===== src/rtl/core/ieeseq_pkg.sv =====
// ----------------------------------------------------------------------------
// ieeseq_pkg
// Shared types, codes and sizes of the I2C EEPROM transaction sequencer.
// ----------------------------------------------------------------------------
package ieeseq_pkg;

  localparam int AddrWidth  = 16;
  localparam int CountWidth = 16;
  localparam int MaxRes     = 3;
  localparam int FifoDepth  = 8;
  localparam int FifoPtrW   = $clog2(FifoDepth);
  localparam int FifoCntW   = $clog2(FifoDepth + 1);
  localparam int CfgIdxW    = 2;
  localparam int CfgDataW   = 16;

  localparam logic [6:0]  DevAddrRst   = 7'd80;
  localparam logic [1:0]  AddrBytesRst = 2'd2;
  localparam logic [2:0]  PageLog2Rst  = 3'd3;
  localparam logic [15:0] PollLimitRst = 16'd1000;

  typedef enum logic [1:0] {
    OP_READ  = 2'd0,
    OP_WRITE = 2'd1,
    OP_BUS   = 2'd2,
    OP_DATA  = 2'd3
  } op_e;

  typedef enum logic [2:0] {
    CMD_START = 3'd0,
    CMD_STOP  = 3'd1,
    CMD_SEND  = 3'd2,
    CMD_READ  = 3'd3,
    CMD_ACK   = 3'd4,
    CMD_NACK  = 3'd5,
    CMD_NEED  = 3'd6
  } cmd_e;

  typedef enum logic [CfgIdxW-1:0] {
    REG_DEV_ADDR   = 2'd0,
    REG_ADDR_BYTES = 2'd1,
    REG_PAGE_LOG2  = 2'd2,
    REG_POLL_LIMIT = 2'd3
  } reg_e;

  typedef struct packed {
    logic [6:0]  dev_addr;
    logic [1:0]  addr_bytes;
    logic [2:0]  page_log2;
    logic [15:0] poll_limit;
  } cfg_t;

  typedef struct packed {
    op_e         op;
    logic [15:0] mem_address;
    logic [15:0] byte_count;
    logic        nack;
    logic [7:0]  rx_byte;
    logic [7:0]  write_byte;
  } item_t;

  typedef struct packed {
    cmd_e       command;
    logic [7:0] tx_byte;
    logic [7:0] read_data;
    logic       read_valid;
    logic       done_res;
    logic       success;
    logic       last;
  } res_t;

  // Up to three results produced by one request, written to the queue together.
  typedef struct packed {
    logic [1:0]              cnt;
    res_t [MaxRes-1:0]       res;
  } push_t;

  function automatic res_t mk_res(cmd_e cmd, logic [7:0] tx, logic [7:0] rd,
                                  logic rv, logic dn, logic ok);
    res_t r;
    r.command    = cmd;
    r.tx_byte    = tx;
    r.read_data  = rd;
    r.read_valid = rv;
    r.done_res   = dn;
    r.success    = ok;
    r.last       = 1'b0;
    return r;
  endfunction

endpackage


===== src/rtl/core/ieeseq_in_if.sv =====
// ----------------------------------------------------------------------------
// ieeseq_in_if
// Request channel: begin read/write, bus responses and write data bytes.
// ----------------------------------------------------------------------------
interface ieeseq_in_if;
  logic        valid;
  logic        ready;
  logic [1:0]  op;
  logic [15:0] mem_address;
  logic [15:0] byte_count;
  logic        nack;
  logic [7:0]  rx_byte;
  logic [7:0]  write_byte;

  modport source (
    output valid, op, mem_address, byte_count, nack, rx_byte, write_byte,
    input  ready
  );
  modport sink (
    input  valid, op, mem_address, byte_count, nack, rx_byte, write_byte,
    output ready
  );
endinterface


===== src/rtl/core/ieeseq_out_if.sv =====
// ----------------------------------------------------------------------------
// ieeseq_out_if
// Result channel: one bus command or status result per handshake.
// ----------------------------------------------------------------------------
interface ieeseq_out_if;
  logic       valid;
  logic       ready;
  logic [2:0] command;
  logic [7:0] tx_byte;
  logic [7:0] read_data;
  logic       read_valid;
  logic       done_res;
  logic       success;
  logic       last;

  modport source (
    output valid, command, tx_byte, read_data, read_valid, done_res, success, last,
    input  ready
  );
  modport sink (
    input  valid, command, tx_byte, read_data, read_valid, done_res, success, last,
    output ready
  );
endinterface


===== src/rtl/core/i2c_eeprom_transaction_sequencer_unit.sv =====
// ----------------------------------------------------------------------------
// i2c_eeprom_transaction_sequencer_unit
// Turns 24-series EEPROM read/write requests into byte-level I2C commands.
// ----------------------------------------------------------------------------
// Usage:
//   req_if carries requests: begin read, begin write (address and count),
//   bus responses (nack or received byte) and write data bytes. rsp_if carries
//   the resulting bus commands and status, one result per handshake; last
//   marks the final result of a request.
//   A request is registered in the core, decoded into up to three results
//   and written to the result queue, whose head is presented on rsp_if.
//   Requests are accepted at one per cycle while the result queue (eight
//   entries) holds two results or fewer; a request that yields k results
//   occupies the result channel for k handshakes, so that side sets the rate.
//   When the receiver stalls, results collect in the queue and req_if.ready
//   drops; nothing is lost.
//   Reset empties the queue, returns to idle and loads the register defaults
//   (device 80, two address bytes, 8-byte pages, 1000 polls). Write registers
//   through cfg_we_i / cfg_idx_i / cfg_data_i only while the block is idle.
// ----------------------------------------------------------------------------
module i2c_eeprom_transaction_sequencer_unit (
  input  logic                           clk_i,
  input  logic                           rst_ni,
  input  logic                           cfg_we_i,
  input  logic [ieeseq_pkg::CfgIdxW-1:0]  cfg_idx_i,
  input  logic [ieeseq_pkg::CfgDataW-1:0] cfg_data_i,
  ieeseq_in_if.sink                      req_if,
  ieeseq_out_if.source                   rsp_if
);
  import ieeseq_pkg::*;

  cfg_t  cfg_q;
  item_t item;
  push_t push;
  res_t  head;
  logic  accept;
  logic  pop;
  logic  space;
  logic  valid;

  always_ff @(posedge clk_i or negedge rst_ni) begin
    if (!rst_ni) begin
      cfg_q.dev_addr   <= DevAddrRst;
      cfg_q.addr_bytes <= AddrBytesRst;
      cfg_q.page_log2  <= PageLog2Rst;
      cfg_q.poll_limit <= PollLimitRst;
    end else if (cfg_we_i) begin
      case (reg_e'(cfg_idx_i))
        REG_DEV_ADDR:   cfg_q.dev_addr   <= cfg_data_i[6:0];
        REG_ADDR_BYTES: cfg_q.addr_bytes <= cfg_data_i[1:0];
        REG_PAGE_LOG2:  cfg_q.page_log2  <= cfg_data_i[2:0];
        REG_POLL_LIMIT: cfg_q.poll_limit <= cfg_data_i[15:0];
        default: begin
        end
      endcase
    end
  end

  assign item.op          = op_e'(req_if.op);
  assign item.mem_address = req_if.mem_address;
  assign item.byte_count  = req_if.byte_count;
  assign item.nack        = req_if.nack;
  assign item.rx_byte     = req_if.rx_byte;
  assign item.write_byte  = req_if.write_byte;

  assign req_if.ready = space;
  assign accept       = req_if.valid && space;

  ieeseq_core u_core (
    .clk_i    (clk_i),
    .rst_ni   (rst_ni),
    .accept_i (accept),
    .item_i   (item),
    .cfg_i    (cfg_q),
    .push_o   (push)
  );

  assign pop = valid && rsp_if.ready;

  ieeseq_fifo u_fifo (
    .clk_i   (clk_i),
    .rst_ni  (rst_ni),
    .push_i  (push),
    .pop_i   (pop),
    .valid_o (valid),
    .head_o  (head),
    .space_o (space)
  );

  assign rsp_if.valid      = valid;
  assign rsp_if.command    = head.command;
  assign rsp_if.tx_byte    = head.tx_byte;
  assign rsp_if.read_data  = head.read_data;
  assign rsp_if.read_valid = head.read_valid;
  assign rsp_if.done_res   = head.done_res;
  assign rsp_if.success    = head.success;
  assign rsp_if.last       = head.last;

endmodule


===== src/rtl/core/ieeseq_core.sv =====
// ----------------------------------------------------------------------------
// ieeseq_core
// Request register, transaction state and next-state logic; emits up to three
// results per request.
// ----------------------------------------------------------------------------
module ieeseq_core (
  input  logic                clk_i,
  input  logic                rst_ni,
  input  logic                accept_i,
  input  ieeseq_pkg::item_t   item_i,
  input  ieeseq_pkg::cfg_t    cfg_i,
  output ieeseq_pkg::push_t   push_o
);
  import ieeseq_pkg::*;

  typedef enum logic [7:0] {
    PH_IDLE      = 8'b0000_0001,
    PH_DEV_ACK   = 8'b0000_0010,
    PH_HI_ACK    = 8'b0000_0100,
    PH_LO_ACK    = 8'b0000_1000,
    PH_DEVR_ACK  = 8'b0001_0000,
    PH_READ_WAIT = 8'b0010_0000,
    PH_DATA_WAIT = 8'b0100_0000,
    PH_DATA_ACK  = 8'b1000_0000
  } phase_e;

  item_t                 item_q;
  logic                  item_vld_q;
  phase_e                phase_q, phase_d;
  logic                  is_write_q, is_write_d;
  logic [AddrWidth-1:0]  cur_addr_q, cur_addr_d;
  logic [CountWidth-1:0] left_q, left_d;
  logic [15:0]           poll_q, poll_d;

  logic [AddrWidth-1:0]  cur_inc;
  logic [CountWidth-1:0] left_dec;
  logic [15:0]           poll_inc;
  logic [AddrWidth-1:0]  page_mask;
  logic [15:0]           addr_ext;
  logic [7:0]            dev_wr, dev_rd;
  res_t [MaxRes-1:0]     r;
  logic [1:0]            n;

  always_ff @(posedge clk_i) begin
    if (accept_i) begin
      item_q <= item_i;
    end
  end

  always_ff @(posedge clk_i or negedge rst_ni) begin
    if (!rst_ni) begin
      item_vld_q <= 1'b0;
      phase_q    <= PH_IDLE;
      is_write_q <= 1'b0;
      cur_addr_q <= '0;
      left_q     <= '0;
      poll_q     <= '0;
    end else begin
      item_vld_q <= accept_i;
      phase_q    <= phase_d;
      is_write_q <= is_write_d;
      cur_addr_q <= cur_addr_d;
      left_q     <= left_d;
      poll_q     <= poll_d;
    end
  end

  assign cur_inc   = cur_addr_q + AddrWidth'(1);
  assign left_dec  = left_q - CountWidth'(1);
  assign poll_inc  = (poll_q != 16'hFFFF) ? poll_q + 16'd1 : poll_q;
  assign page_mask = ~({AddrWidth{1'b1}} << cfg_i.page_log2);
  assign addr_ext  = 16'(cur_addr_q);
  assign dev_wr    = {cfg_i.dev_addr, 1'b0};
  assign dev_rd    = {cfg_i.dev_addr, 1'b1};

  always_comb begin
    phase_d    = phase_q;
    is_write_d = is_write_q;
    cur_addr_d = cur_addr_q;
    left_d     = left_q;
    poll_d     = poll_q;
    r          = '0;
    n          = 2'd0;

    if (item_vld_q) begin
      case (item_q.op)
        OP_READ, OP_WRITE: begin
          if (phase_q == PH_IDLE) begin
            is_write_d = (item_q.op == OP_WRITE);
            cur_addr_d = item_q.mem_address[AddrWidth-1:0];
            left_d     = item_q.byte_count[CountWidth-1:0];
            poll_d     = '0;
            if (item_q.op == OP_READ) begin
              r[0]    = mk_res(CMD_START, 8'h00, 8'h00, 1'b0, 1'b0, 1'b0);
              r[1]    = mk_res(CMD_SEND, dev_wr, 8'h00, 1'b0, 1'b0, 1'b0);
              n       = 2'd2;
              phase_d = PH_DEV_ACK;
            end else if (item_q.byte_count[CountWidth-1:0] == '0) begin
              r[0]    = mk_res(CMD_STOP, 8'h00, 8'h00, 1'b0, 1'b1, 1'b1);
              n       = 2'd1;
              phase_d = PH_IDLE;
            end else begin
              // stop, then start polling the device for write readiness
              r[0]    = mk_res(CMD_STOP, 8'h00, 8'h00, 1'b0, 1'b0, 1'b0);
              r[1]    = mk_res(CMD_START, 8'h00, 8'h00, 1'b0, 1'b0, 1'b0);
              r[2]    = mk_res(CMD_SEND, dev_wr, 8'h00, 1'b0, 1'b0, 1'b0);
              n       = 2'd3;
              phase_d = PH_DEV_ACK;
            end
          end
        end
        OP_DATA: begin
          if (phase_q == PH_DATA_WAIT) begin
            r[0]    = mk_res(CMD_SEND, item_q.write_byte, 8'h00, 1'b0, 1'b0, 1'b0);
            n       = 2'd1;
            phase_d = PH_DATA_ACK;
          end
        end
        OP_BUS: begin
          case (phase_q)
            PH_DEV_ACK: begin
              if (!item_q.nack) begin
                n = 2'd1;
                if (cfg_i.addr_bytes == 2'd1) begin
                  r[0]    = mk_res(CMD_SEND, addr_ext[7:0], 8'h00, 1'b0, 1'b0, 1'b0);
                  phase_d = PH_LO_ACK;
                end else begin
                  r[0]    = mk_res(CMD_SEND, addr_ext[15:8], 8'h00, 1'b0, 1'b0, 1'b0);
                  phase_d = PH_HI_ACK;
                end
              end else if (is_write_q) begin
                poll_d = poll_inc;
                if (poll_inc >= cfg_i.poll_limit) begin
                  r[0]    = mk_res(CMD_STOP, 8'h00, 8'h00, 1'b0, 1'b1, 1'b0);
                  n       = 2'd1;
                  phase_d = PH_IDLE;
                end else begin
                  r[0] = mk_res(CMD_START, 8'h00, 8'h00, 1'b0, 1'b0, 1'b0);
                  r[1] = mk_res(CMD_SEND, dev_wr, 8'h00, 1'b0, 1'b0, 1'b0);
                  n    = 2'd2;
                end
              end else begin
                r[0]    = mk_res(CMD_STOP, 8'h00, 8'h00, 1'b0, 1'b1, 1'b0);
                n       = 2'd1;
                phase_d = PH_IDLE;
              end
            end
            PH_HI_ACK: begin
              n = 2'd1;
              if (item_q.nack) begin
                r[0]    = mk_res(CMD_STOP, 8'h00, 8'h00, 1'b0, 1'b1, 1'b0);
                phase_d = PH_IDLE;
              end else begin
                r[0]    = mk_res(CMD_SEND, addr_ext[7:0], 8'h00, 1'b0, 1'b0, 1'b0);
                phase_d = PH_LO_ACK;
              end
            end
            PH_LO_ACK: begin
              if (item_q.nack) begin
                r[0]    = mk_res(CMD_STOP, 8'h00, 8'h00, 1'b0, 1'b1, 1'b0);
                n       = 2'd1;
                phase_d = PH_IDLE;
              end else if (is_write_q) begin
                r[0]    = mk_res(CMD_NEED, 8'h00, 8'h00, 1'b0, 1'b0, 1'b0);
                n       = 2'd1;
                phase_d = PH_DATA_WAIT;
              end else begin
                // restart with the read device byte
                r[0]    = mk_res(CMD_START, 8'h00, 8'h00, 1'b0, 1'b0, 1'b0);
                r[1]    = mk_res(CMD_SEND, dev_rd, 8'h00, 1'b0, 1'b0, 1'b0);
                n       = 2'd2;
                phase_d = PH_DEVR_ACK;
              end
            end
            PH_DEVR_ACK: begin
              n = 2'd1;
              if (item_q.nack) begin
                r[0]    = mk_res(CMD_STOP, 8'h00, 8'h00, 1'b0, 1'b1, 1'b0);
                phase_d = PH_IDLE;
              end else if (left_q == '0) begin
                r[0]    = mk_res(CMD_STOP, 8'h00, 8'h00, 1'b0, 1'b1, 1'b1);
                phase_d = PH_IDLE;
              end else begin
                r[0]    = mk_res(CMD_READ, 8'h00, 8'h00, 1'b0, 1'b0, 1'b0);
                phase_d = PH_READ_WAIT;
              end
            end
            PH_READ_WAIT: begin
              left_d     = left_dec;
              cur_addr_d = cur_inc;
              n          = 2'd2;
              if (left_dec == '0) begin
                r[0]    = mk_res(CMD_NACK, 8'h00, item_q.rx_byte, 1'b1, 1'b0, 1'b0);
                r[1]    = mk_res(CMD_STOP, 8'h00, 8'h00, 1'b0, 1'b1, 1'b1);
                phase_d = PH_IDLE;
              end else begin
                r[0] = mk_res(CMD_ACK, 8'h00, item_q.rx_byte, 1'b1, 1'b0, 1'b0);
                r[1] = mk_res(CMD_READ, 8'h00, 8'h00, 1'b0, 1'b0, 1'b0);
              end
            end
            PH_DATA_ACK: begin
              if (item_q.nack) begin
                r[0]    = mk_res(CMD_STOP, 8'h00, 8'h00, 1'b0, 1'b1, 1'b0);
                n       = 2'd1;
                phase_d = PH_IDLE;
              end else begin
                cur_addr_d = cur_inc;
                left_d     = left_dec;
                if (left_dec == '0) begin
                  r[0]    = mk_res(CMD_STOP, 8'h00, 8'h00, 1'b0, 1'b1, 1'b1);
                  n       = 2'd1;
                  phase_d = PH_IDLE;
                end else if ((cur_inc & page_mask) == '0) begin
                  // page boundary: commit the page and poll again
                  poll_d  = '0;
                  r[0]    = mk_res(CMD_STOP, 8'h00, 8'h00, 1'b0, 1'b0, 1'b0);
                  r[1]    = mk_res(CMD_START, 8'h00, 8'h00, 1'b0, 1'b0, 1'b0);
                  r[2]    = mk_res(CMD_SEND, dev_wr, 8'h00, 1'b0, 1'b0, 1'b0);
                  n       = 2'd3;
                  phase_d = PH_DEV_ACK;
                end else begin
                  r[0]    = mk_res(CMD_NEED, 8'h00, 8'h00, 1'b0, 1'b0, 1'b0);
                  n       = 2'd1;
                  phase_d = PH_DATA_WAIT;
                end
              end
            end
            default: begin
            end
          endcase
        end
        default: begin
        end
      endcase
    end

    if (n != 2'd0) begin
      r[n - 2'd1].last = 1'b1;
    end
  end

  assign push_o.cnt = n;
  assign push_o.res = r;

  a_data_wait_has_bytes: assert property (@(posedge clk_i) disable iff (!rst_ni)
    (phase_q == PH_DATA_WAIT) |-> (left_q != '0))
    else $error("data wait with no bytes left");

  a_read_wait_count: assert property (@(posedge clk_i) disable iff (!rst_ni)
    (item_vld_q && item_q.op == OP_BUS && phase_q == PH_READ_WAIT) |-> (n == 2'd2))
    else $error("read response must give an acknowledge and a follow-up");

  a_done_ends_idle: assert property (@(posedge clk_i) disable iff (!rst_ni)
    (n != 2'd0 && r[n - 2'd1].done_res) |=> (phase_q == PH_IDLE))
    else $error("transaction done without returning to idle");

  a_begin_only_idle: assert property (@(posedge clk_i) disable iff (!rst_ni)
    (item_vld_q && (item_q.op == OP_READ || item_q.op == OP_WRITE) &&
     phase_q != PH_IDLE) |-> (n == 2'd0))
    else $error("begin request while busy produced results");

endmodule


===== src/rtl/core/ieeseq_fifo.sv =====
// ----------------------------------------------------------------------------
// ieeseq_fifo
// Result queue: takes up to three results per cycle, delivers one per cycle while the receiver is ready.
// ----------------------------------------------------------------------------
module ieeseq_fifo (
  input  logic                clk_i,
  input  logic                rst_ni,
  input  ieeseq_pkg::push_t   push_i,
  input  logic                pop_i,
  output logic                valid_o,
  output ieeseq_pkg::res_t    head_o,
  output logic                space_o
);
  import ieeseq_pkg::*;

  res_t                mem_q [FifoDepth];
  logic [FifoPtrW-1:0] wr_ptr_q, rd_ptr_q;
  logic [FifoCntW-1:0] count_q, count_d;

  always_ff @(posedge clk_i) begin
    for (int k = 0; k < MaxRes; k++) begin
      if (2'(k) < push_i.cnt) begin
        mem_q[wr_ptr_q + FifoPtrW'(k)] <= push_i.res[k];
      end
    end
  end

  assign count_d = count_q + FifoCntW'(push_i.cnt) - FifoCntW'(pop_i);

  always_ff @(posedge clk_i or negedge rst_ni) begin
    if (!rst_ni) begin
      wr_ptr_q <= '0;
      rd_ptr_q <= '0;
      count_q  <= '0;
    end else begin
      wr_ptr_q <= wr_ptr_q + FifoPtrW'(push_i.cnt);
      rd_ptr_q <= rd_ptr_q + FifoPtrW'(pop_i);
      count_q  <= count_d;
    end
  end

  assign valid_o = (count_q != '0);
  assign head_o  = mem_q[rd_ptr_q];
  // leave room for the request in flight plus a new one
  assign space_o = (count_q <= FifoCntW'(FifoDepth - 2 * MaxRes));

  a_no_overflow: assert property (@(posedge clk_i) disable iff (!rst_ni)
    count_q <= FifoCntW'(FifoDepth))
    else $error("result queue overflow");

  a_count_tracks: assert property (@(posedge clk_i) disable iff (!rst_ni)
    (push_i.cnt == 2'd0 && !pop_i) |=> $stable(count_q))
    else $error("result count changed without push or pop");

  a_pop_nonempty: assert property (@(posedge clk_i) disable iff (!rst_ni)
    pop_i |-> (count_q != '0))
    else $error("pop from empty result queue");

endmodule

===== src/flat_wrapper.sv =====
// flat-port wrapper written by rule: the top's interface ports become plain ports
module i2c_eeprom_transaction_sequencer_unit_flat import ieeseq_pkg::*;
  (clk_i, rst_ni, cfg_we_i, cfg_idx_i, cfg_data_i, req_if_valid, req_if_op, req_if_mem_address, req_if_byte_count, req_if_nack, req_if_rx_byte, req_if_write_byte, req_if_ready, rsp_if_valid, rsp_if_command, rsp_if_tx_byte, rsp_if_read_data, rsp_if_read_valid, rsp_if_done_res, rsp_if_success, rsp_if_last, rsp_if_ready);
  ieeseq_in_if req_if_i ();
  ieeseq_out_if rsp_if_i ();
  input  logic clk_i;
  input  logic rst_ni;
  input  logic cfg_we_i;
  input  logic [ieeseq_pkg::CfgIdxW-1:0] cfg_idx_i;
  input  logic [ieeseq_pkg::CfgDataW-1:0] cfg_data_i;
  input wire logic [$bits(req_if_i.valid)-1:0] req_if_valid;
  input wire logic [$bits(req_if_i.op)-1:0] req_if_op;
  input wire logic [$bits(req_if_i.mem_address)-1:0] req_if_mem_address;
  input wire logic [$bits(req_if_i.byte_count)-1:0] req_if_byte_count;
  input wire logic [$bits(req_if_i.nack)-1:0] req_if_nack;
  input wire logic [$bits(req_if_i.rx_byte)-1:0] req_if_rx_byte;
  input wire logic [$bits(req_if_i.write_byte)-1:0] req_if_write_byte;
  output wire logic [$bits(req_if_i.ready)-1:0] req_if_ready;
  output wire logic [$bits(rsp_if_i.valid)-1:0] rsp_if_valid;
  output wire logic [$bits(rsp_if_i.command)-1:0] rsp_if_command;
  output wire logic [$bits(rsp_if_i.tx_byte)-1:0] rsp_if_tx_byte;
  output wire logic [$bits(rsp_if_i.read_data)-1:0] rsp_if_read_data;
  output wire logic [$bits(rsp_if_i.read_valid)-1:0] rsp_if_read_valid;
  output wire logic [$bits(rsp_if_i.done_res)-1:0] rsp_if_done_res;
  output wire logic [$bits(rsp_if_i.success)-1:0] rsp_if_success;
  output wire logic [$bits(rsp_if_i.last)-1:0] rsp_if_last;
  input wire logic [$bits(rsp_if_i.ready)-1:0] rsp_if_ready;
  assign req_if_i.valid = req_if_valid;
  assign req_if_i.op = req_if_op;
  assign req_if_i.mem_address = req_if_mem_address;
  assign req_if_i.byte_count = req_if_byte_count;
  assign req_if_i.nack = req_if_nack;
  assign req_if_i.rx_byte = req_if_rx_byte;
  assign req_if_i.write_byte = req_if_write_byte;
  assign req_if_ready = req_if_i.ready;
  assign rsp_if_valid = rsp_if_i.valid;
  assign rsp_if_command = rsp_if_i.command;
  assign rsp_if_tx_byte = rsp_if_i.tx_byte;
  assign rsp_if_read_data = rsp_if_i.read_data;
  assign rsp_if_read_valid = rsp_if_i.read_valid;
  assign rsp_if_done_res = rsp_if_i.done_res;
  assign rsp_if_success = rsp_if_i.success;
  assign rsp_if_last = rsp_if_i.last;
  assign rsp_if_i.ready = rsp_if_ready;
  i2c_eeprom_transaction_sequencer_unit u_core (.clk_i(clk_i), .rst_ni(rst_ni), .cfg_we_i(cfg_we_i), .cfg_idx_i(cfg_idx_i), .cfg_data_i(cfg_data_i), .req_if(req_if_i), .rsp_if(rsp_if_i));
endmodule

===== config.mk =====
export PLATFORM = sky130hd
export DESIGN_NAME = i2c_eeprom_transaction_sequencer_unit_flat
export DESIGN_NICKNAME = d
export VERILOG_FILES = /design/src/rtl/core/ieeseq_pkg.sv /design/src/rtl/core/ieeseq_in_if.sv /design/src/rtl/core/ieeseq_out_if.sv /design/src/rtl/core/i2c_eeprom_transaction_sequencer_unit.sv /design/src/rtl/core/ieeseq_core.sv /design/src/rtl/core/ieeseq_fifo.sv /design/src/flat_wrapper.sv
export SDC_FILE = /design/constraint.sdc
export NUM_CORES = 1
export LEC_CHECK = 0
export ABC_AREA = 0
export BUFFER_PORTS_ARGS = -buffer_cell sky130_fd_sc_hd__buf_2
export CAP_MARGIN = 20
export CORE_ASPECT_RATIO = 0.9
export CORE_MARGIN = 2
export CORE_UTILIZATION = 35
export CTS_CLUSTER_DIAMETER = 30
export DETAILED_ROUTE_END_ITERATION = 16
export GPL_TIMING_DRIVEN = 0
export SKIP_LAST_GASP = 1
export SLEW_MARGIN = 25
export SYNTH_ARGS = -nofsm -noshare
export SYNTH_HDL_FRONTEND = slang
export SYNTH_SLANG_ARGS = --single-unit
export TNS_END_PERCENT = 30

===== constraint.sdc =====
create_clock -name clk_i -period 15.7 [get_ports clk_i]
set_clock_uncertainty 0.1 [all_clocks]
set_input_delay 0.785 -clock clk_i [delete_from_list [all_inputs] [get_ports clk_i]]
set_output_delay 0.785 -clock clk_i [all_outputs]
set_load 0.02 [all_outputs]

* Word level (Yosys, flattened, before mapping)
Memories as Yosys holds them, arrays and structs flattened.
Index checks and enable logic that the tools add are counted.
** Word-level totals
- Bits in registers :: 147
- Memory bits (writable) :: 184
- Output and inout bits :: 25
- Memories :: 1
** Operators by class
- Add/sub/neg operators :: 10
- Order comparisons :: 7
- Equal/unequal tests :: 28
- Shift-type cells :: 1
- Muxes and demuxes :: 94
- Bitwise gates (word level) :: 2
- Reduce and logical (&&, ||, !) cells :: 22
** Memories
- u_core.u_fifo.mem_q :: words 8, width 23, read ports 1, clocked after Yosys merged registers in 0, wr ports 3, line ieeseq_fifo.sv:16 : res_t mem_q [FifoDepth];
** Operators by type and width (count)
- $mux W45 :: 5
- $mux W69 :: 3
- $mux W22 :: 9
- $pmux W16 S2 :: 6
- $mux W23 :: 8
- $mux W16 :: 11
- $pmux W23 S6 :: 1
- $pmux W23 S4 :: 1
- $pmux W46 S2 :: 1
- $bwmux W69 :: 1
- $pmux W23 S3 :: 1
- $logic_not A16 Y1 :: 4
- $mux W8 :: 6
- $pmux W8 S6 :: 1
- $demux W23 S2 :: 1
- $mux W46 :: 1
- $mux W21 :: 2
- $mux W7 :: 5
- $add A16 B1 Y16 const B :: 2
- $mux W2 :: 14
- $pmux W8 S3 :: 1
- $mux W20 :: 1
- $ne A3 B3 Y1 const B :: 6
- $and A16 B16 Y16 :: 1
- other kinds (47) :: 72

* Longest topological paths before layout
Gate-level depths: netlist (run 1).
- Word-level depth :: 17
- Depth in mapped cells :: 26

* Modules after synthesis
From an unflattened synthesis (run 1), not the netlist that was laid out.
** Second synthesis, totals
- Cell total of the unflattened synthesis :: 2200
- Area, all modules :: 21354.2 sq um
** By module, submodules not included
- ieeseq_fifo :: instances 1, cells each 1355, area each 13050.0 sq um, sequential area each 5775.5 sq um
- ieeseq_core :: instances 1, cells each 782, area each 7161.9 sq um, sequential area each 2984.1 sq um
- i2c_eeprom_transaction_sequencer_unit :: instances 1, cells each 63, area each 1142.3 sq um, sequential area each 714.4 sq um

* Least setup slack after synthesis (run 1)
No wires, ideal clock.
- Path type :: register -> register
- Start point :: register u_core.u_core.poll_q[3]
- End point :: memory u_core.u_fifo.mem_q[2][0] (netlist name), enable pin
- Arrival time :: 6.218 ns
- Data required time :: 15.160 ns
- Path slack :: 8.942 ns
- Stages on the path, launching flop included :: 21
- Cells stage by stage :: dfrtp_1 -> clkbuf_1 -> nand4_1 -> nor4_1 -> nand4_1 -> nor2_1 -> nor2_1 -> nand4_1 -> xnor2_1 -> ha_1 -> a21oi_1 -> nand2_1 -> or3_1 -> o21a_1 -> o31ai_1 -> or3_1 -> buf_6 -> clkinv_2 -> buf_6 -> maj3_1 -> o32ai_1
** RTL lines
- start, declared :: line ieeseq_core.sv:33 : logic [15:0] poll_q, poll_d;
- start signal, assigned :: line ieeseq_core.sv:64 : poll_q <= poll_d;
- end, declared :: line ieeseq_fifo.sv:16

==> results of run 1 <==
## through the flow
| stage | std cells | worst slack, ps |
|---|---|---|
| 2_1_floorplan | 1434 | 8940 |
| 3_3_place_gp | 2156 | 5970 |
| 3_5_place_dp | 2171 | 8840 |
| 4_1_cts | 2317 | 8800 |
| 5_1_grt | 2319 | 8230 |
| 6_report | 2319 | 8750 |
## worst max-delay path: cells and delay by family, from the launching register on
family                     cells  cell delay [ps]
adders and majority gates      2              860
AOI/OAI and AO/OA              4             1330
xor gates and xnor gates       1              100
DFF                            1              310
and+or+nand+nor                9             2830
buffers and inverters          6             1080
## metal layers
| layer | GRT usage (%) | vias up | wire length [um] |
|---|---|---|---|
| met4 | 8.26 | 2 | 1460 |
| met5 | 0 | - | 7 |
| met3 | 3.71 | 105 | 3260 |
| met2 | 32.3 | 542 | 23200 |
| met1 | 27.5 | 6410 | 22200 |
| li1 | - | 5903 | - |
## final timing paths
check,cells after the start,slack (ps),from,endpoint
setup / recovery,22,8750,u_core.u_core.poll_q[3]$_DFFE_PN0P_,u_core.u_fifo.mem_q[6][15]$_DFFE_PP_
hold / removal,1,250,req_if_byte_count[9],u_core.u_core.item_q[26]$_DFFE_PP_
setup reg to reg,22,8750,u_core.u_core.poll_q[3]$_DFFE_PN0P_,u_core.u_fifo.mem_q[6][15]$_DFFE_PP_
hold reg to reg,2,380,u_core.u_core.item_q[33]$_DFFE_PP_,u_core.u_core.addr_ext[0]$_DFFE_PN0P_
max in group asynchronous,3,14230,rst_ni,u_core.cfg_q[6]$_DFFE_PN1P_
min in group asynchronous,2,530,rst_ni,u_core.u_core.left_q[11]$_DFFE_PN0P_
## state kept, by name, summed over array words and instances, names as in the netlist
| name | cells |
|---|---|
| u_core.u_fifo.mem_q | 184 |
| u_core.u_core.item_q | 51 |
| u_core.cfg_q | 28 |
| u_core.u_core.addr_ext | 16 |
| u_core.u_core.left_q | 16 |
| u_core.u_core.poll_q | 16 |
| u_core.u_core.phase_q | 8 |
| u_core.u_fifo.count_q | 4 |
| u_core.u_fifo.rd_ptr_q | 3 |
| u_core.u_fifo.wr_ptr_q | 3 |
| u_core.u_core.is_write_q | 1 |
| u_core.u_core.item_vld_q | 1 |
## area by class of cell
| cell class | count | area (um2) | share of cell area [%] |
|---|---|---|---|
| buffer | 80 | 354 | 1.66 |
| timing repair buffer | 114 | 788 | 3.71 |
| clock inverter | 41 | 485 | 2.28 |
| tap | 624 | 781 | 3.67 |
| sequential | 331 | 9470 | 44.5 |
| clock buffer | 104 | 2120 | 9.96 |
| antenna | 2 | 5.00 | 0.0235 |
| multi-input combinational | 974 | 7080 | 33.3 |
| inverter | 49 | 185 | 0.871 |
## what timing repair did
| action | 4_1_cts | 5_1_grt |
|---|---|---|
| endpoints found under the hold margin | 26 | 0 |
| hold buffers | 1 | 0 |
| buffers inserted | 0 | 0 |
## placed cells by master, fill, tap and decap left out, drive strengths merged, types with 20 or more instances in the layout
master / instances
clkbuf: 159
nor3: 24
o21ai: 90
o22ai: 20
edfxtp: 235
nand2: 101
a21oi: 76
inv: 51
a21o: 59
buf: 138
mux4: 46
nor2: 164
ha: 31
dfrtp: 84
clkinv: 25
nand3: 38
mux2: 57
## cells by family after synthesis
kind of cell    after synthesis
flops                       331
xor+xnor                     22
mux                         105
fa+ha+maj                    34
buf+inv                     129
compound gates              374
simple gates                439
## power by group through the flow
stage	Combinational (W)	Sequential, W	Clock, W
2_1_floorplan	0.000610	0.00113	0
3_3_place_gp	0.000848	0.00116	0
3_5_place_dp	0.000882	0.00116	0
4_1_cts	0.000887	0.00115	0.00161
5_1_grt	0.000967	0.00116	0.00166
6_report	0.000888	0.00115	0.00158
==> results summary, run 1 <==
The biggest area contributor in the post-synthesis netlist is sky130_fd_sc_hd__edfxtp_1. The number of max-slew violations in the final report came out at 0. The final period utilization came out at about 44%. The routed layout has about 13000 vias. The synthesized netlist occupies a cell area of around 17000 um2. The post-synthesis sequential element count came out at 331.

The class of the tightest hold or removal check is in -> reg. The layout net count is approximately 1700. The parity-gate share of the synthesized area counting xor and xnor cells is around 1.1%.

The core footprint came out at roughly 48000 um2. The number of port buffers came out at 98. The final non-filler cell area came out at approximately 21000 um2. After detailed routing, the number of remaining DRC violations is 0. The initial DRC count is 1275. The number of warnings printed during yosys synthesis is 0.

The pin count of the biggest net entering global routing is 70. The layout-stage area growth over the synthesis result came out at 25.6%. The fraction of synthesized cell area taken by the top area cell type is between 40% and 50%. Setup total negative slack on the finished layout was measured at 0 ps. STA classifies the critical path startpoint as a register. The reported net switching power came out at approximately 0.0012 W. Of the total synthesized cell area, the portion taken by full adders, half adders and majority gates is ~2.6%.

The final critical path time including I/O delays and setup came out at roughly 6900 ps. In this run the clock root is driven by a sky130_fd_sc_hd__clkbuf_16. The combinational share of power came out at between 20% and 30%. The post-synthesis simple-gate area fraction is ~12%. The signal on the critical path passes through clkbuf_1, nand4_1, nor4_1, nand4_1, nor2_1, nor2_1, nand4_1, xnor2_1, ha_1, a21oi_1, nand2_1, or3_1, o21a_1, o31ai_1, or3_1, buf_6, clkinv_2, buf_6, maj3_1, o32ai_4, buf_6, buf_8. The starting density of the core is approximately 35%. The flow ran to the end, and the final reports show no timing, DRC or antenna violations.

The share of synthesized area spent on multiplexers came out at roughly 10%. The number of synthesized flops with an enable pin came out at 235. After synthesis, the largest family of logic cells by area is compound AO/OA/AOI/OAI gates.

Fill cells in the final layout number between 4000 and 5000. The number of clock buffers inserted by TritonCTS came out at 78. The clock edge transition at the registers on the reported setup and hold paths came out at 50 ps. The areal power density over the cells is roughly 170 nW/um2. The synthesized instance count came out at ~1400. The remaining global-route overflow is 0.

The data arrival time at the worst-slack endpoint came out at 7140 ps. The global routing usage summed across all routing layers came out at 20.3%. Detailed placement ended at an HPWL of 34500 um. The distinct cell type count after synthesis is 86. TritonCTS built the clock tree. Setup repair after global routing left no endpoint under its margin. For the worst setup path, the data required time is roughly 16000 ps. The via count of the first global-routing pass is about 13000.

In the post-synthesis netlist, the cell with the most instances is sky130_fd_sc_hd__edfxtp_1. The floorplan has 76 rows. The minimum hold slack came out at ~250 ps.

The later pin in the worst-skew pair is clocked with a latency of a little over 600 ps. The internal power contribution came out at 0.00245 W. The y dimension of the die is 213 um.

The post-detailed-route via-to-cell ratio is 5.59. Per report_power, the sequential group accounts for about a third of the total. By count the netlist is led by sky130_fd_sc_hd__edfxtp_1, sky130_fd_sc_hd__nor2_1, sky130_fd_sc_hd__nand2_1. The worst setup path is captured at a register.

The synthesized-area fraction occupied by ao, oa, aoi and oai cells came out at approximately 15%. The part of the total power dissipated in the clock network came out at 43.7%. The net switching share of the total power is ~32%. In the final layout, the share of cells above drive strength 1 is between 20 and 25%.

The detail route stage leaves a number of antenna-violating nets equal to 0. The final routed wire length divided by cell count is 21.6 um. The share of the core filled with cells in the final layout is around 44%. The critical path's slowest cell is sky130_fd_sc_hd__nor4_1. The sequential fraction of the synthesis area came out at between 50% and 60%. Wires add up to 50100 um.

The number of top-level pins is 99. Across the run, the number of max-cap violations was 0. The length of the first detailed-routing pass in iterations came out at 5.

The final-report hold violation count is 0. The largest buffer count on any clock path came out at 3. The first global-routing pass estimated 77500 um of wire. The H-tree was split into 3 levels. The die covers approximately 50000 um2.

Summing all placed instances gives a cell area of 18600 um2. The critical path is of the reg -> reg type. The largest voltage drop on the vdd net came out at 0.0972 mV.

The worst-case headroom to the max-slew limit is between 20% and 30%. The number of nets in the synthesized netlist is about 1500. The number of cells upsized or downsized after cts came out at 0.

The worst-margin pin slew came out at roughly 1100 ps. The average instance area after synthesis came out at ~12 um2. The predominant post-synthesis flop cell is sky130_fd_sc_hd__edfxtp_1. The total power came out at 0.00362 W. For this run, asynchronously set or reset flops after synthesis account for a little under 30%. Routability-driven placement finished with a final weighted congestion of about 0.91. The count of final setup violators is 0. The chip width came out at around 240 um. The largest incremental delay on the critical path came out at 620 ps. Timing would allow up to about 0.14 GHz. Summed over all cells, the static leakage comes to 8.50 nW. The maximum net fanout on the critical path is 10.

The count of clock tree sinks came out at 331. The number of antenna violations at the first check in global routing was 3. By area the synthesized netlist is led by sky130_fd_sc_hd__edfxtp_1, sky130_fd_sc_hd__dfrtp_1, sky130_fd_sc_hd__mux4_2, sky130_fd_sc_hd__mux2_2, sky130_fd_sc_hd__nor2_1.
Note: power is estimated with default switching activity, not from simulation.
==> inputs of run 2 (changes only) <==
==> constraint.sdc (replaced) <==
create_clock -name clk_i -period 5.7 [get_ports clk_i]
set_clock_uncertainty 0.1 [all_clocks]
set_input_delay 0.285 -clock clk_i [delete_from_list [all_inputs] [get_ports clk_i]]
set_output_delay 0.285 -clock clk_i [all_outputs]
set_load 0.02 [all_outputs]
==> run 2 against run 1 <==
- sequential power rose to 2.8 times the previous value
- cell area grew 4.8%
- power grew to 2.8 times the previous value
- fmax increased by 28%
- first-iteration DRC count down 1.4%
- via count increased by 2.8%
- count of clock-buffer cells in the layout shrank 15
- final cell count increased by 3.3%
==> results summary, run 2 (synthesis results as in run 1) <==
The detailed-route via count came out at 13323 (was 12962). The flop-to-flop setup slack is 280 ps (was 8750 ps). The filler-free cell count of the finished design is 2396 (was 2319). The layout-stage area growth over the synthesis result came out at 31.6% (was 25.6%). The total area of sequential cells is 9480 um2 (was 9470 um2).

The HPWL reported at the end of detailed placement came to 34900 um (was 34500 um). The number of top-level pins is 99 (unchanged). The area occupied by multi-input gates is 7160 um2 (was 7080 um2). The kind of cell adding the most delay to the critical path was simple AND/OR/NAND/NOR gates (unchanged). The clock edge transition at the registers on the reported setup and hold paths is 40 ps (was 50 ps).

The total negative slack is 0 ps (unchanged). The final wirelength was 51300 um (was 50100 um). Status: complete, no violations (unchanged). The wire length of the first global-routing pass came to 79000 um (was 77500 um).

The worst hold path stage count came to 3 (was 1). The worst-case headroom to the max-slew limit is 31.3% (was 28.5%). The areal power density over the cells was 459 nW/um2 (was 170 nW/um2).

The final routed wire length divided by cell count is 21.4 um (was 21.6 um). The number of clock buffers inserted by TritonCTS was 77 (was 78). The chip width is 236 um (unchanged). The largest incremental delay on the critical path was 440 ps (was 620 ps). The final critical path time including I/O delays and setup is 5420 ps (was 6950 ps). The total leakage power came out at 8.96 nW (was 8.50 nW). The highest clock rate came to 0.184 GHz (was 0.144 GHz).

The root buffer selected by CTS was sky130_fd_sc_hd__clkbuf_16 (unchanged). The kind of start point of the critical path is a register (unchanged). The worst-margin pin slew is 1030 ps (was 1070 ps). The critical path data required time came out at 5890 ps (was 15890 ps).

The remaining global-route overflow is 0 (unchanged). The y dimension of the die is 213 um (unchanged). The number of port buffers came out at 98 (unchanged). The kind of end point of the critical path is a register (unchanged).

The startpoint of the most critical register-to-register path is u_core.u_core.poll_q[4]$_DFFE_PN0P_ (was u_core.u_core.poll_q[3]$_DFFE_PN0P_). The data arrival time at the worst-slack endpoint came out at 5620 ps (was 7140 ps). The fraction of layout cells with a size suffix above 1 is 25.3% (was 24.2%). The initial DRC count was 1257 (was 1275). The clock latency on the worst-skew pair is 620 ps (was 610 ps). The count of final setup violators came out at 0 (unchanged).

The flip-flop count of the largest register, all copies and words added came out at 184 (unchanged). The starting density of the core came out at 35.4% (unchanged). The number of max-slew violations in the final report is 0 (unchanged). The kind of critical path is reg -> reg (unchanged). The layout net count came out at 1816 (was 1735). The final-report hold violation count came out at 0 (unchanged). The core footprint was 47800 um2 (unchanged). The class of the tightest hold or removal check was in -> reg (unchanged). The post-detailed-route via-to-cell ratio came to 5.56 (was 5.59).

The maximum net fanout on the critical path came to 10 (unchanged). The largest voltage drop on the vdd net is 0.260 mV (was 0.0972 mV). The capturing point of the worst reg2reg path was u_core.u_fifo.mem_q[6][1]$_SDFFCE_PP0P_ (was u_core.u_fifo.mem_q[6][15]$_DFFE_PP_).

The via count of the first global-routing pass is 13410 (was 13083). The row count is 76 (unchanged). Top flop regs: u_core.u_fifo.mem_q: 184 flops, u_core.u_core.item_q: 51 flops, u_core.cfg_q: 28 flops (unchanged). The final period utilization is 95.1% (was 44.2%). The startpoint of the lowest-slack hold path was rsp_if_ready (was req_if_byte_count[9]). The count of cells along the worst register-to-register path was 20 (was 22). The number of remaining DRC errors came out at 0 (unchanged). The global routing usage summed across all routing layers is 20.7% (was 20.3%). The H-tree depth reported by CTS came out at 3 (unchanged). The length of the first detailed-routing pass in iterations is 6 (was 5).

The met2 demand-to-capacity share in global routing was 32.9% (was 32.3%). The endpoint of the worst hold path is u_core.u_fifo.rd_ptr_q[0]$_DFF_PN0_ (was u_core.u_core.item_q[26]$_DFFE_PP_). The most common cell after layout, fill and taps aside is sky130_fd_sc_hd__edfxtp_1 (unchanged). The final-layout fill cell count came out at 4319 (was 4412). The largest buffer count on any clock path is 3 (unchanged). The pin count of the biggest net entering global routing came to 55 (was 70).

The total buffers and inverters traversed by the critical path is 5 (was 6). The global routing met3 resource utilization is 4.82% (was 3.71%). The final antenna-violating net count was 0 (unchanged). Cell breakdown of the critical path: nand4_1, buf_4, nor2_1, nand2_1, nor3_4, xnor2_1, nand2_1, ha_1, a211oi_1, o21ai_0, or3_4, o21a_1, o31ai_2, or3_1, buf_6, clkinv_2, buf_6, maj3_2, o32ai_4, buf_6 (was clkbuf_1, nand4_1, nor4_1, nand4_1, nor2_1, nor2_1, nand4_1, xnor2_1, ha_1, a21oi_1, nand2_1, or3_1, o21a_1, o31ai_1, or3_1, buf_6, clkinv_2, buf_6, maj3_1, o32ai_4, buf_6, buf_8). The clock tree from TritonCTS is yes (unchanged). The critical path's slowest cell is sky130_fd_sc_hd__or3_4 (was sky130_fd_sc_hd__nor4_1). Among the stages of the critical path, the cell type that occurs most often is sky130_fd_sc_hd__buf_6.

Commonest non-fill, non-tap cells in the layout: sky130_fd_sc_hd__edfxtp_1, sky130_fd_sc_hd__nor2_1, sky130_fd_sc_hd__buf_2, sky130_fd_sc_hd__nand2_1, sky130_fd_sc_hd__o21ai_0 (unchanged). The total of max-cap violations is 0 (unchanged). The busiest metal layer after global routing is met2 (unchanged). The diode insertion count for antenna repair is 0 (was 2).

The largest register by flop count is u_core.u_fifo.mem_q (unchanged). The met1 track demand over resource came out at 27.9% (was 27.5%). The floorplan die area came out at 50200 um2 (unchanged). The number of antenna violations at the first check in global routing came out at 0 (was 3). The number of cells after detailed placement is 2172 (was 2171). The placer's final routability congestion estimate is 0.928 (was 0.912).

The count of clock tree sinks is 331 (unchanged).
run 2: cell count changes in the layout (fill, tap and decap cells not counted), sizes merged:
cell,previous run,this run
clkinv,25,30
bufinv,8,12
buf,138,156
clkbuf,159,141
diode,2,0
clkinvlp,6,9
dlygate4sd3,1,68
run 2: layout make-up:
cell class | count | area share, %
Buffer | 77 | 1.56
Clock buffer | 89 | 9.03
Clock inverter | 53 | 3.30
Inverter | 49 | 0.831
Multi-Input combinational cell | 974 | 32.1
Sequential cell | 331 | 42.5
Tap cell | 624 | 3.50
Timing Repair Buffer | 199 | 7.14
run 2: worst reg2reg max path: stages, from the launching register on:
cell and delay (ps):
sky130_fd_sc_hd__dfrtp_1 430, sky130_fd_sc_hd__nand4_1 200, sky130_fd_sc_hd__buf_4 200, sky130_fd_sc_hd__nor2_1 160, sky130_fd_sc_hd__nand2_1 220, sky130_fd_sc_hd__nor3_4 270, sky130_fd_sc_hd__xnor2_1 170, sky130_fd_sc_hd__nand2_1 80
sky130_fd_sc_hd__ha_1 310, sky130_fd_sc_hd__a211oi_1 240, sky130_fd_sc_hd__o21ai_0 160, sky130_fd_sc_hd__or3_4 440, sky130_fd_sc_hd__o21a_1 230, sky130_fd_sc_hd__o31ai_2 270, sky130_fd_sc_hd__or3_1 150, sky130_fd_sc_hd__buf_6 140
sky130_fd_sc_hd__clkinv_2 90, sky130_fd_sc_hd__buf_6 160, sky130_fd_sc_hd__maj3_2 410, sky130_fd_sc_hd__o32ai_4 440, sky130_fd_sc_hd__buf_6 230
run 2: power breakdown:
group	internal (W)	switching [W]	total, W
Sequential	0.00291	0.000256	0.00317
Clock	0.00310	0.00148	0.00458
Combinational	0.000921	0.00157	0.00250
run 2: worst max-delay path by stage:
stage / from / to / slack [ps] / depth (start not counted)
2_1_floorplan: u_core.u_core.poll_q[3]$_DFFE_PN0P_ / u_core.u_fifo.mem_q[2][0]$_DFFE_PP_ / -270 / 20
3_3_place_gp: u_core.u_core.poll_q[3]$_DFFE_PN0P_ / u_core.u_fifo.mem_q[5][5]$_SDFFCE_PP0P_ / -2450 / 18
3_5_place_dp: u_core.u_core.poll_q[3]$_DFFE_PN0P_ / u_core.u_fifo.mem_q[2][5]$_SDFFCE_PP0P_ / -1080 / 22
4_1_cts: u_core.u_core.poll_q[0]$_DFFE_PN0P_ / u_core.u_fifo.mem_q[2][9]$_SDFFCE_PP0P_ / 30 / 21
5_1_grt: u_core.u_core.poll_q[0]$_DFFE_PN0P_ / u_core.u_fifo.mem_q[6][1]$_SDFFCE_PP0P_ / -10 / 23
6_report: u_core.u_core.poll_q[4]$_DFFE_PN0P_ / u_core.u_fifo.mem_q[6][1]$_SDFFCE_PP0P_ / 280 / 20
run 2: repair_timing:
action / CTS / global route
setup buffers: 8 / 9
resized for setup: 9 / 11
hold buffers: 68 / 0
endpoints found under the hold margin: 164 / 0
setup endpoints to repair: 337 / 170
pin swaps: 7 / 6
run 2: per-stage QoR:
step	util (%)	setup WS, ps	power [W]	hold slack [ps]	area [um2]
floorplan	-	-267	0.00479	-111	17000
global placement	38.1	-2450	0.00553	361	18200
detailed placement	39.0	-1080	0.00562	164	18600
CTS	46.3	32.1	0.0103	0.404	22200
global route	46.6	-10.3	0.0107	25.0	22300
finish	46.6	278	0.0102	15.1	22300
run 2: per-layer routing:
metal / up-vias / share of wire, %
met5: - / 0
met4: 0 / 2.5
met3: 98 / 7.6
met2: 584 / 47
met1: 6599 / 43
li1: 6042 / -
